File: config.mk
export PLATFORM = sky130hd
export DESIGN_NAME = mjpeg_multipart_deframer
export DESIGN_NICKNAME = d
export VERILOG_FILES = /design/src/design/mjpeg_pkg.sv /design/src/design/mjpeg_multipart_deframer.sv
export VERILOG_INCLUDE_DIRS = /design/src /design/src/design
export SDC_FILE = /design/constraint.sdc
export NUM_CORES = 1
export LEC_CHECK = 0
export BUFFER_PORTS_ARGS = -buffer_cell sky130_fd_sc_hd__buf_2
export CAP_MARGIN = 20
export CORE_MARGIN = 2
export CORE_UTILIZATION = 50
export DETAILED_ROUTE_END_ITERATION = 8
export PLACE_DENSITY_LB_ADDON = 0.12
export SLEW_MARGIN = 10
export SYNTH_ARGS = -nofsm -noshare
export SYNTH_HDL_FRONTEND = slang
export SYNTH_SLANG_ARGS = --single-unit
File: constraint.sdc
create_clock -name clk_i -period 3.5 [get_ports clk_i]
set_input_delay 0.7 -clock clk_i [delete_from_list [all_inputs] [get_ports clk_i]]
set_output_delay 0.7 -clock clk_i [all_outputs]
set_load 0.01 [all_outputs]
File: src/design/mjpeg_multipart_deframer_macros.svh
// Assertion macros shared by the deframer RTL.
`ifndef MJPEG_MULTIPART_DEFRAMER_MACROS_SVH
`define MJPEG_MULTIPART_DEFRAMER_MACROS_SVH

// Condition must hold on every clock edge out of reset.
`define MJPEG_ASSERT_ALWAYS(label, cond, msg) \
  label: assert property (@(posedge clk_i) disable iff (!rst_ni) (cond)) \
    else $error(msg);

// When pre holds, post must hold on the next edge.
`define MJPEG_ASSERT_NEXT(label, pre, post, msg) \
  label: assert property (@(posedge clk_i) disable iff (!rst_ni) (pre) |=> (post)) \
    else $error(msg);

`endif

File: src/design/mjpeg_pkg.sv
// Constants and helpers for the multipart MJPEG deframer.
package mjpeg_pkg;

  localparam int LENGTH_BITS = 24;
  localparam int TAG_LEN     = 56;
  localparam int TAG_W       = 6;
  localparam logic [1:0] SKIP_AFTER_SPACE = 2'd3;

  // Boundary tag, first character in the top byte.
  localparam logic [8*TAG_LEN-1:0] TAG_TEXT =
    "--myboundary\r\nContent-Type: image/jpeg\r\nContent-Length: ";

  localparam logic [7:0] CH_DASH  = 8'h2D;
  localparam logic [7:0] CH_ZERO  = 8'h30;
  localparam logic [7:0] CH_NINE  = 8'h39;
  localparam logic [7:0] CH_SPACE = 8'h20;
  localparam logic [7:0] CH_TAB   = 8'h09;
  localparam logic [7:0] CH_CR    = 8'h0D;

  // Result kinds.
  localparam logic KIND_PAYLOAD = 1'b0;
  localparam logic KIND_ERROR   = 1'b1;

  // Character of the tag at position idx (idx below TAG_LEN).
  function automatic logic [7:0] tag_char(input logic [TAG_W-1:0] idx);
    logic [7:0] ch;
    ch = 8'h00;
    for (int i = 0; i < TAG_LEN; i++) begin
      if (idx == TAG_W'(i)) ch = TAG_TEXT[8*(TAG_LEN-1-i) +: 8];
    end
    return ch;
  endfunction

  function automatic logic is_ws(input logic [7:0] b);
    return (b == CH_SPACE) || ((b >= CH_TAB) && (b <= CH_CR));
  endfunction

endpackage

File: src/design/mjpeg_multipart_deframer.sv
// Multipart MJPEG deframer: tag hunt, length parse, payload pass-through.
// Output: each result is held in an output register, loaded when its input beat is accepted.
// Throughput: one input beat per cycle; only a held result with out_stall_i stalls input.
// Tag search is a prefix automaton whose fallback covers only the leading dashes.
// Reset (rst_ni low, asynchronous) returns to tag hunting with no result pending.
module mjpeg_multipart_deframer (
  input  logic       clk_i,
  input  logic       rst_ni,
  input  logic       in_valid_i,
  output logic       in_stall_o,
  input  logic       mode_i,
  input  logic [7:0] stream_byte_i,
  output logic       out_valid_o,
  input  logic       out_stall_i,
  output logic       kind_o,
  output logic [7:0] payload_byte_o,
  output logic       last_of_frame_o
);
  import mjpeg_pkg::*;
  `include "mjpeg_multipart_deframer_macros.svh"

  localparam logic [1:0] PH_HUNT = 2'd0;
  localparam logic [1:0] PH_LEN  = 2'd1;
  localparam logic [1:0] PH_SKIP = 2'd2;
  localparam logic [1:0] PH_DATA = 2'd3;
  localparam int         ACC_W   = LENGTH_BITS + 4;

  logic [1:0]             phase_q, phase_d;
  logic [TAG_W-1:0]       tag_matched_q, tag_matched_d;
  logic [LENGTH_BITS-1:0] length_accum_q, length_accum_d;
  logic                   digit_seen_q, digit_seen_d;
  logic [1:0]             skip_left_q, skip_left_d;
  logic [LENGTH_BITS-1:0] payload_left_q, payload_left_d;

  logic       out_valid_q;
  logic       kind_q;
  logic [7:0] payload_q;
  logic       last_q;

  logic       res_valid;
  logic       res_kind;
  logic [7:0] res_byte;
  logic       res_last;

  logic       in_fire;
  logic       out_free;

  logic [TAG_W-1:0]       tag_next;
  logic [7:0]             cur_ch;
  logic [7:0]             prev_ch;
  logic [ACC_W-1:0]       acc_next;
  logic [1:0]             skip_dec;
  logic [LENGTH_BITS-1:0] pay_dec;
  logic                   is_digit;

  // Handshake: output register is free when empty or being drained.
  assign out_free   = !out_valid_q || !out_stall_i;
  assign in_stall_o = !out_free;
  assign in_fire    = in_valid_i && out_free;

  // Tag automaton step; any fallback prefix is made of leading dashes.
  always_comb begin
    cur_ch  = tag_char(tag_matched_q);
    prev_ch = (tag_matched_q == '0) ? 8'h00 : tag_char(tag_matched_q - TAG_W'(1));
    if (stream_byte_i == cur_ch) begin
      tag_next = tag_matched_q + TAG_W'(1);
    end else if (stream_byte_i == CH_DASH) begin
      tag_next = (prev_ch == CH_DASH) ? TAG_W'(2) : TAG_W'(1);
    end else begin
      tag_next = '0;
    end
  end

  // Decimal accumulate: accum * 10 + digit, with headroom for overflow check.
  assign is_digit = (stream_byte_i >= CH_ZERO) && (stream_byte_i <= CH_NINE);
  assign acc_next = {1'b0, length_accum_q, 3'b000} + {3'b000, length_accum_q, 1'b0}
                  + ACC_W'(stream_byte_i[3:0]);
  assign skip_dec = (skip_left_q != 2'd0) ? skip_left_q - 2'd1 : 2'd0;
  assign pay_dec  = (payload_left_q != '0) ? payload_left_q - LENGTH_BITS'(1) : '0;

  // Next state and result for the current beat.
  always_comb begin
    phase_d        = phase_q;
    tag_matched_d  = tag_matched_q;
    length_accum_d = length_accum_q;
    digit_seen_d   = digit_seen_q;
    skip_left_d    = skip_left_q;
    payload_left_d = payload_left_q;
    res_valid      = 1'b0;
    res_kind       = KIND_PAYLOAD;
    res_byte       = 8'h00;
    res_last       = 1'b0;
    if (mode_i) begin
      // Disconnect: drop everything, hunt again.
      phase_d        = PH_HUNT;
      tag_matched_d  = '0;
      length_accum_d = '0;
      digit_seen_d   = 1'b0;
      skip_left_d    = 2'd0;
      payload_left_d = '0;
    end else begin
      case (phase_q)
        PH_HUNT: begin
          if (tag_next >= TAG_W'(TAG_LEN)) begin
            tag_matched_d  = '0;
            length_accum_d = '0;
            digit_seen_d   = 1'b0;
            phase_d        = PH_LEN;
          end else begin
            tag_matched_d = tag_next;
          end
        end
        PH_LEN: begin
          if (is_digit && (acc_next[ACC_W-1:LENGTH_BITS] == '0)) begin
            length_accum_d = acc_next[LENGTH_BITS-1:0];
            digit_seen_d   = 1'b1;
          end else if (!is_digit && is_ws(stream_byte_i) && digit_seen_q) begin
            skip_left_d = SKIP_AFTER_SPACE;
            phase_d     = PH_SKIP;
          end else begin
            // Malformed header: one error result.
            res_valid      = 1'b1;
            res_kind       = KIND_ERROR;
            phase_d        = PH_HUNT;
            tag_matched_d  = '0;
            length_accum_d = '0;
            digit_seen_d   = 1'b0;
            skip_left_d    = 2'd0;
            payload_left_d = '0;
          end
        end
        PH_SKIP: begin
          skip_left_d = skip_dec;
          if (skip_dec == 2'd0) begin
            if (length_accum_q == '0) begin
              phase_d        = PH_HUNT;
              tag_matched_d  = '0;
              digit_seen_d   = 1'b0;
              payload_left_d = '0;
            end else begin
              payload_left_d = length_accum_q;
              phase_d        = PH_DATA;
            end
          end
        end
        default: begin
          // Payload beat.
          res_valid      = 1'b1;
          res_byte       = stream_byte_i;
          payload_left_d = pay_dec;
          if (pay_dec == '0) begin
            res_last       = 1'b1;
            phase_d        = PH_HUNT;
            tag_matched_d  = '0;
            length_accum_d = '0;
            digit_seen_d   = 1'b0;
            skip_left_d    = 2'd0;
          end
        end
      endcase
    end
  end

  // Parser state.
  always_ff @(posedge clk_i or negedge rst_ni) begin
    if (!rst_ni) begin
      phase_q        <= PH_HUNT;
      tag_matched_q  <= '0;
      length_accum_q <= '0;
      digit_seen_q   <= 1'b0;
      skip_left_q    <= 2'd0;
      payload_left_q <= '0;
    end else if (in_fire) begin
      phase_q        <= phase_d;
      tag_matched_q  <= tag_matched_d;
      length_accum_q <= length_accum_d;
      digit_seen_q   <= digit_seen_d;
      skip_left_q    <= skip_left_d;
      payload_left_q <= payload_left_d;
    end
  end

  // Result register valid.
  always_ff @(posedge clk_i or negedge rst_ni) begin
    if (!rst_ni) begin
      out_valid_q <= 1'b0;
    end else if (out_free) begin
      out_valid_q <= in_fire && res_valid;
    end
  end

  // Result register payload.
  always_ff @(posedge clk_i) begin
    if (in_fire && res_valid) begin
      kind_q    <= res_kind;
      payload_q <= res_byte;
      last_q    <= res_last;
    end
  end

  assign out_valid_o     = out_valid_q;
  assign kind_o          = kind_q;
  assign payload_byte_o  = payload_q;
  assign last_of_frame_o = last_q;

  // Checks on internal consistency.
  `MJPEG_ASSERT_ALWAYS(a_tag_range, tag_matched_q < TAG_W'(TAG_LEN), "tag count out of range")
  `MJPEG_ASSERT_ALWAYS(a_data_nonzero, (phase_q != PH_DATA) || (payload_left_q != '0), "data phase with nothing left")
  `MJPEG_ASSERT_ALWAYS(a_err_clean, !out_valid_q || (kind_q == KIND_PAYLOAD) || ((payload_q == 8'h00) && !last_q), "error result with payload bits")
  `MJPEG_ASSERT_NEXT(a_drop_hunts, in_fire && mode_i, (phase_q == PH_HUNT) && (tag_matched_q == '0) && !out_valid_q, "disconnect did not reset parser")
  `MJPEG_ASSERT_NEXT(a_skip_quiet, in_fire && (phase_q == PH_SKIP), !out_valid_q, "skipped byte produced a result")

endmodule

==> results of run 1 <==
-- logic make-up (layout without fill, tap and decap cells) --
kind of cell | count (synthesis) | in the layout | synth area share [%]
muxes | 20 | 20 | 2.57
xor gates and xnor gates | 33 | 33 | 3.32
adders and majority gates | 61 | 61 | 8.94
buffers and inverters | 113 | 333 | 6.60
DFF | 70 | 70 | 20.7
and+or+nand+nor | 403 | 403 | 24.8
AOI/OAI and AO/OA | 428 | 428 | 33.1
-- where the power goes --
| part | switching (W) | internal [W] |
|---|---|---|
| Sequential | 0.000228 | 0.000974 |
| Clock | 0.000361 | 0.000602 |
| Combinational | 0.00188 | 0.00122 |
-- path summary, 6_finish.rpt --
kind / startpoint / end / slack, ps / cells past startpoint
setup / recovery: length_accum_q[0] / length_accum_q[16] / -190 / 14
hold / removal: rst_ni / payload_left_q[0] / 220 / 1
setup reg to reg: length_accum_q[0] / length_accum_q[16] / -190 / 14
max in group asynchronous: rst_ni / length_accum_q[18] / 2260 / 2
min in group clk_i: skip_left_q[0] / skip_left_q[0] / 530 / 2
hold reg to reg: skip_left_q[0] / skip_left_q[0] / 530 / 2
-- cell type report --
type	count	share of cell area, %
Clock inverter	1	0.0631
Timing Repair Buffer	287	19.5
Inverter	30	0.947
Multi-Input combinational cell	945	59.3
Sequential cell	70	15.2
Clock buffer	15	2.60
Tap cell	225	2.37
-- registers in the layout (all words and copies together) (netlist names) --
signal,count
tag_matched_q,6
out_valid_o,1
payload_left_q,24
phase_q,2
digit_seen_q,1
kind_o,1
length_accum_q,24
skip_left_q,2
payload_byte_o,8
last_of_frame_o,1
-- per-layer routing --
metal / global-route usage (%) / vias to the layer above
li1: - / 4751
met5: 0 / -
met4: 6.42 / 0
met1: 53.1 / 4915
met3: 9.66 / 99
met2: 51.3 / 613
-- repair_timing --
item / 4_1_cts / 5_1_grt
pin swaps: 16 / 51
setup endpoints to repair: 70 / 70
cloned: 1 / 5
hold endpoints to repair: 0 / 0
setup buffers: 6 / 13
resized for setup: 62 / 112
-- through the flow --
| stage | instance area, um^2 | util [%] | instances | total power [W] | setup TNS (ps) |
|---|---|---|---|---|---|
| floorplan | 8880 | - | 1128 | 0.00294 | -12070 |
| global placement | 10700 | 62.1 | 1532 | 0.00379 | -31620 |
| detailed placement | 10700 | 62.1 | 1532 | 0.00382 | -37570 |
| CTS | 11300 | 65.6 | 1555 | 0.00486 | -2320 |
| global route | 11900 | 69.3 | 1573 | 0.00552 | -13140 |
| finish | 11900 | 69.3 | 1573 | 0.00526 | -3740 |
-- cell usage in the layout (no fill, tap or decap), drive strengths merged, types with 6 or more instances in the layout --
cell	count
buf	284
o21ai	124
nor2	97
a21oi	93
nand2	70
dfrtp	60
ha	59
nand3	44
nor3	34
nor4	30
inv	29
nand2b	24
o41ai	23
xnor2	21
a31oi	20
clkbuf	18
a22oi	16
o22ai	16
a211oi	15
and2	14
nand4	13
mux2i	13
o21a	13
nor2b	13
a21o	12
xor2	12
or2	12
o31ai	12
edfxtp	10
and3	9
o21bai	9
or3	9
o211ai	8
o32ai	7
a32oi	7
nand3b	6
nor3b	6
or4	6
mux2	6
==> impl_metrics.yaml, run 1 <==
placement:
  io_buffer_count: 24
  hpwlAfterDp_um: 25100
  pre_cts_slack_ps: -640
  finalWeightedCongestion: 1.03
floorplan:
  number_of_core_rows: 48
  die-width_um: 136
  floorplan.initialDensity_pct: 50.7
  core-area_um2: 17200
  io_pins: 25
  fp.dieH_um: 136
  die_area_um2: 18500
synthesis:
  async_flop_share_pct: 85.7
  synthCells: 1128
  syn_area_um2: 8700
  dominantRegCellSynth: "sky130_fd_sc_hd__dfrtp_1"
  yosysSeqAreaShare_pct: 20.7
  synth_top_area_share_pct: 17.3
  yosysUniqueCellTypes: 97
  synth.largest_area_cell: "sky130_fd_sc_hd__dfrtp_1"
  most_frequently_used_cell_type_in_the_post_synthesis_netlist: "sky130_fd_sc_hd__o21ai_0"
  ys_top_cells_by_area: "sky130_fd_sc_hd__dfrtp_1 17%, sky130_fd_sc_hd__ha_1 8.5%, sky130_fd_sc_hd__o21ai_0 6.9%"
  synth_edf_count: 10
  ys_seq_elements: 70
  synth_top_cells_by_count: "120 x sky130_fd_sc_hd__o21ai_0, 97 x sky130_fd_sc_hd__nor2_1, 93 x sky130_fd_sc_hd__a21oi_1"
  syn-mean-instance-area_um2: 7.71
  yosys_warnings: 0
  syn-num-nets: 1202
global_route:
  via_count_of_the_first_global_routing_pass: 9290
  pin_count_of_the_biggest_net_entering_global_routing: 51
  grt_antenna_before_repair: 0
  gr-usage-all-layers_pct: 35.5
  grt_overflow_total: 0
  grt_first_pass_wirelength_um: 51500
detailed_routing:
  max_layer_used: "met4"
  detailroute.wirelength.met3_um: 3730
  via_per_inst: 6.60
  drt_first_iter_violations: 1424
  met2_length_um: 14500
  avgRoutedWirePerCell_um: 21.9
  wl_met1_um: 15300
  vias: 10400
  wl_um: 34400
  drc: 0
  drt_pre_antenna_iters: 7
  postRouteAntennaNets: 0
power_and_ir_drop:
  power.ir.vdd_worst_mv: 0.562
  p_leak_nw: 5.13
  power.density_nw_per_um2: 442
final_layout:
  layout.filler_cells: 1420
  multi_input_logic_area_um2: 7060
  diodes: 0
  register_area_um2: 1810
  finish.net_count: 1417
  area_growth_syn_to_layout_pct: 36.7
  fraction_of_layout_cells_with_a_size_suffix_above_1_pct: 34.3
worst_setup_path:
  worstSetupEndpointType: "flip-flop"
  critical-path-top-delay-family: "compound AO/OA/AOI/OAI gates"
  path_class: "flip-flop to flip-flop"
  critical_path.max_fanout: 8
  cp-start-kind: "flip-flop"
  arrival_ps: 3920
  required_ps: 3730
  cell_chain_of_the_critical_path: "fa_1 -> inv_2 -> fa_2 -> nor2b_4 -> o31a_4 -> o41ai_4 -> o21bai_4 -> o31ai_4 -> xnor2_2 -> or4b_4 -> buf_12 -> buf_12 -> buf_4 -> o41ai_2"
  worst-path-buf-inv: 4
  crit_path_max_delay_cell_type: "sky130_fd_sc_hd__or4b_4"
  critical_path.max_stage_delay_ps: 560
  worst_path_most_repeated_cell: "sky130_fd_sc_hd__buf_12"
status:
  status: "finished, violations left"
  failed_checks: "negative setup slack"
sta:
  worst_slew_pin_slew_ps: 721
  max_freq_mhz: 271
  period_needed_ps: 3690
  timing.final.setup_violations: 49
  fin_hold_ws_ps: 217
  final_cycle_utilization_of_the_critical_path_pct: 105
  finalMaxSlewViolations: 0
  hold_viol: 0
  final_critical_path_setup_slack_ps: -191
  max_slew_headroom_at_the_worst_pin_pct: 52.0
  max_clock_skew_ps: 11.9
  setup_repair_after_global_routing_missed_its_margin: "yes"
clocking:
  tritoncts.num_buffers: 9
  postCtsHoldBufs: 0
  buffers_from_clock_root_to_sink_at_most: 2
  cts_root_buf: "sky130_fd_sc_hd__clkbuf_16"
  cts_tree: "built"
  insertion_delay_ps: 340
  h_tree_lvls: 3
  clkTransAtPathRegs_ps: 60
  cts_sinks: 70
min_path:
  hp-class: "input port to async pin"
job:
  drv.max_cap_violation_count: 0
Power figures use the tool's default switching activity.
==> run 2, diff against run 1 <==
MAX_ROUTING_LAYER = met4   (was default)
clock period = 3.7 ns   (was 3.5 ns; I/O delays follow)
==> impl_metrics.yaml, run 2 (synthesis results as in run 1) <==
worst_setup_path:
  crit_path_max_delay_cell_type: "sky130_fd_sc_hd__or4b_4"
  critical-path-top-delay-family: "compound AO/OA/AOI/OAI gates"
  logic_depth_of_the_worst_setup_path_including_buffers: 14
  cp-start-kind: "input port"
  worst-path-buf-inv: 4
  timing.reg2reg.setup_slack_ps: -40
  end_of_the_critical_path: "length_accum_q[15]"
  path_class: "input port to flip-flop"
  critical_path.max_stage_delay_ps: 580
  arrival_ps: 3980
  critical_path.max_fanout: 19
  cell_chain_of_the_critical_path: "buf_8 -> fa_1 -> inv_1 -> fa_2 -> nor2b_4 -> o31a_4 -> o41ai_4 -> o21bai_4 -> o31ai_4 -> xnor2_2 -> or4b_4 -> buf_12 -> buf_6 -> o41ai_2"
  required_ps: 3940
  r2r-end: "length_accum_q[15]"
  worstSetupEndpointType: "flip-flop"
  reg2reg_from: "length_accum_q[2]"
  worstRegToRegCells: 13
  cp-startpoint: "stream_byte_i[3]"
detailed_routing:
  wl_um: 31600
  wl_met1_um: 14300
  vias: 9805
  met2_length_um: 13400
  avgRoutedWirePerCell_um: 21.3
  max_layer_used: "met4"
  drc: 0
  drt_first_iter_violations: 1232
  drt_pre_antenna_iters: 6
  via_per_inst: 6.63
  postRouteAntennaNets: 0
  detailroute.wirelength.met3_um: 3320
status:
  failed_checks: "negative setup slack"
  status: "finished, violations left"
sta:
  hold_viol: 0
  period_needed_ps: 3740
  final_critical_path_setup_slack_ps: -39.7
  setup_repair_after_global_routing_missed_its_margin: "yes"
  max_slew_headroom_at_the_worst_pin_pct: 44.1
  setup_tns_ps: -57.9
  finalMaxSlewViolations: 0
  timing.final.setup_violations: 3
  final_cycle_utilization_of_the_critical_path_pct: 101
  max_clock_skew_ps: 6.14
  max_freq_mhz: 267
  worst_slew_pin_slew_ps: 835
placement:
  placed_cell_area_um2: 10100
  place.detailed.instances: 1458
  io_buffer_count: 24
  hpwlAfterDp_um: 23200
  finalWeightedCongestion: 1.05
clocking:
  clkTransAtPathRegs_ps: 60
  cts_tree: "built"
  buffers_from_clock_root_to_sink_at_most: 2
  tritoncts.num_buffers: 9
  cts_sinks: 70
  cts_root_buf: "sky130_fd_sc_hd__clkbuf_16"
  h_tree_lvls: 3
  insertion_delay_ps: 340
power_and_ir_drop:
  p_leak_nw: 4.65
  power.ir.vdd_worst_mv: 0.517
  finalPower_w: 0.00494
  power.density_nw_per_um2: 456
final_layout:
  diodes: 0
  finish.utilization_pct: 63.1
  leading_cell_types_in_the_layout_fill_and_taps_excluded: "156 x sky130_fd_sc_hd__buf_4, 115 x sky130_fd_sc_hd__o21ai_0, 95 x sky130_fd_sc_hd__nor2_1"
  finish.net_count: 1324
  final-instance-count-excl-fill: 1480
  multi_input_logic_area_um2: 6690
  area_growth_syn_to_layout_pct: 24.5
  layout_commonest_cell: "sky130_fd_sc_hd__buf_4"
  finish.instance_area_um2: 10800
  register_area_um2: 1800
  fraction_of_layout_cells_with_a_size_suffix_above_1_pct: 24.1
  layout.filler_cells: 1554
floorplan:
  number_of_core_rows: 48
  fp.dieH_um: 136
  io_pins: 25
  floorplan.initialDensity_pct: 50.7
  die_area_um2: 18500
  core-area_um2: 17200
  die-width_um: 136
global_route:
  gr-usage-all-layers_pct: 34.7
  pin_count_of_the_biggest_net_entering_global_routing: 49
  grt_antenna_before_repair: 0
  grt_overflow_total: 0
  grt_first_pass_wirelength_um: 49200
  via_count_of_the_first_global_routing_pass: 8881
min_path:
  hp-class: "input port to async pin"
job:
  drv.max_cap_violation_count: 0
## run 2: changes by cell type in the layout (fill, tap and decap cells not counted), sizes merged
cell      change
buf          -91
clkbuf        -8
bufinv        +6
clkinv        +1
clkinvlp      -1
## run 2: worst register-to-register path, cell delays in order (launching register included)
cell and delay, ps:
sky130_fd_sc_hd__dfrtp_1 400, sky130_fd_sc_hd__buf_4 180, sky130_fd_sc_hd__ha_1 340, sky130_fd_sc_hd__ha_1 370, sky130_fd_sc_hd__o21a_1 220, sky130_fd_sc_hd__o31a_4 120, sky130_fd_sc_hd__o41ai_4 320, sky130_fd_sc_hd__o21bai_4 120
sky130_fd_sc_hd__o31ai_4 240, sky130_fd_sc_hd__xnor2_2 110, sky130_fd_sc_hd__or4b_4 580, sky130_fd_sc_hd__buf_12 200, sky130_fd_sc_hd__buf_6 130, sky130_fd_sc_hd__o41ai_2 300
## run 2: area by class of cell
| type | instances | area share [%] |
|---|---|---|
| Clock buffer | 9 | 2.08 |
| Clock inverter | 7 | 1.70 |
| Inverter | 30 | 1.04 |
| Multi-Input combinational cell | 945 | 61.7 |
| Sequential cell | 70 | 16.6 |
| Tap cell | 225 | 2.60 |
| Timing Repair Buffer | 194 | 14.3 |
## run 2: per-stage QoR
stage / hold WS, ps / setup WS, ps
after floorplan: 444 / -137
after global placement: 500 / -486
final: 355 / -39.7
after detailed placement: 513 / -488
after global routing: 392 / -144
after CTS: 374 / 10.7
## run 2: where the power goes
group | internal [W] | total (W) | leakage (nW) | switching, W
clock network | 0.000862 | 0.00122 | 0.197 | 0.000359
logic | 0.00104 | 0.00262 | 3.53 | 0.00158
registers | 0.000921 | 0.00111 | 0.922 | 0.000186
total | 0.00282 | 0.00494 | 4.65 | 0.00213
## run 2: worst min path at each step
stage,endpoint,start
final,payload_left_q[5],rst_ni
after global routing,out_valid_o,rst_ni
after CTS,out_valid_o,rst_ni
after detailed placement,skip_left_q[1],skip_left_q[1]
after global placement,skip_left_q[1],skip_left_q[1]
after floorplan,digit_seen_q,rst_ni
## run 2: timing repair
| action | CTS | global route |
|---|---|---|
| endpoints found under the setup margin | 57 | 70 |
| hold buffers | 0 | 0 |
| gates resized for setup | 12 | 37 |
| setup buffers | 0 | 6 |
| cloned | 0 | 1 |
| pin swaps | 3 | 4 |
## run 2: routing by layer
| layer | track usage, % | vias up |
|---|---|---|
| met5 | - | - |
| met4 | 6.94 | 0 |
| met3 | 8.46 | 51 |
| met2 | 47.7 | 521 |
| met1 | 51.3 | 4671 |
| li1 | - | 4562 |
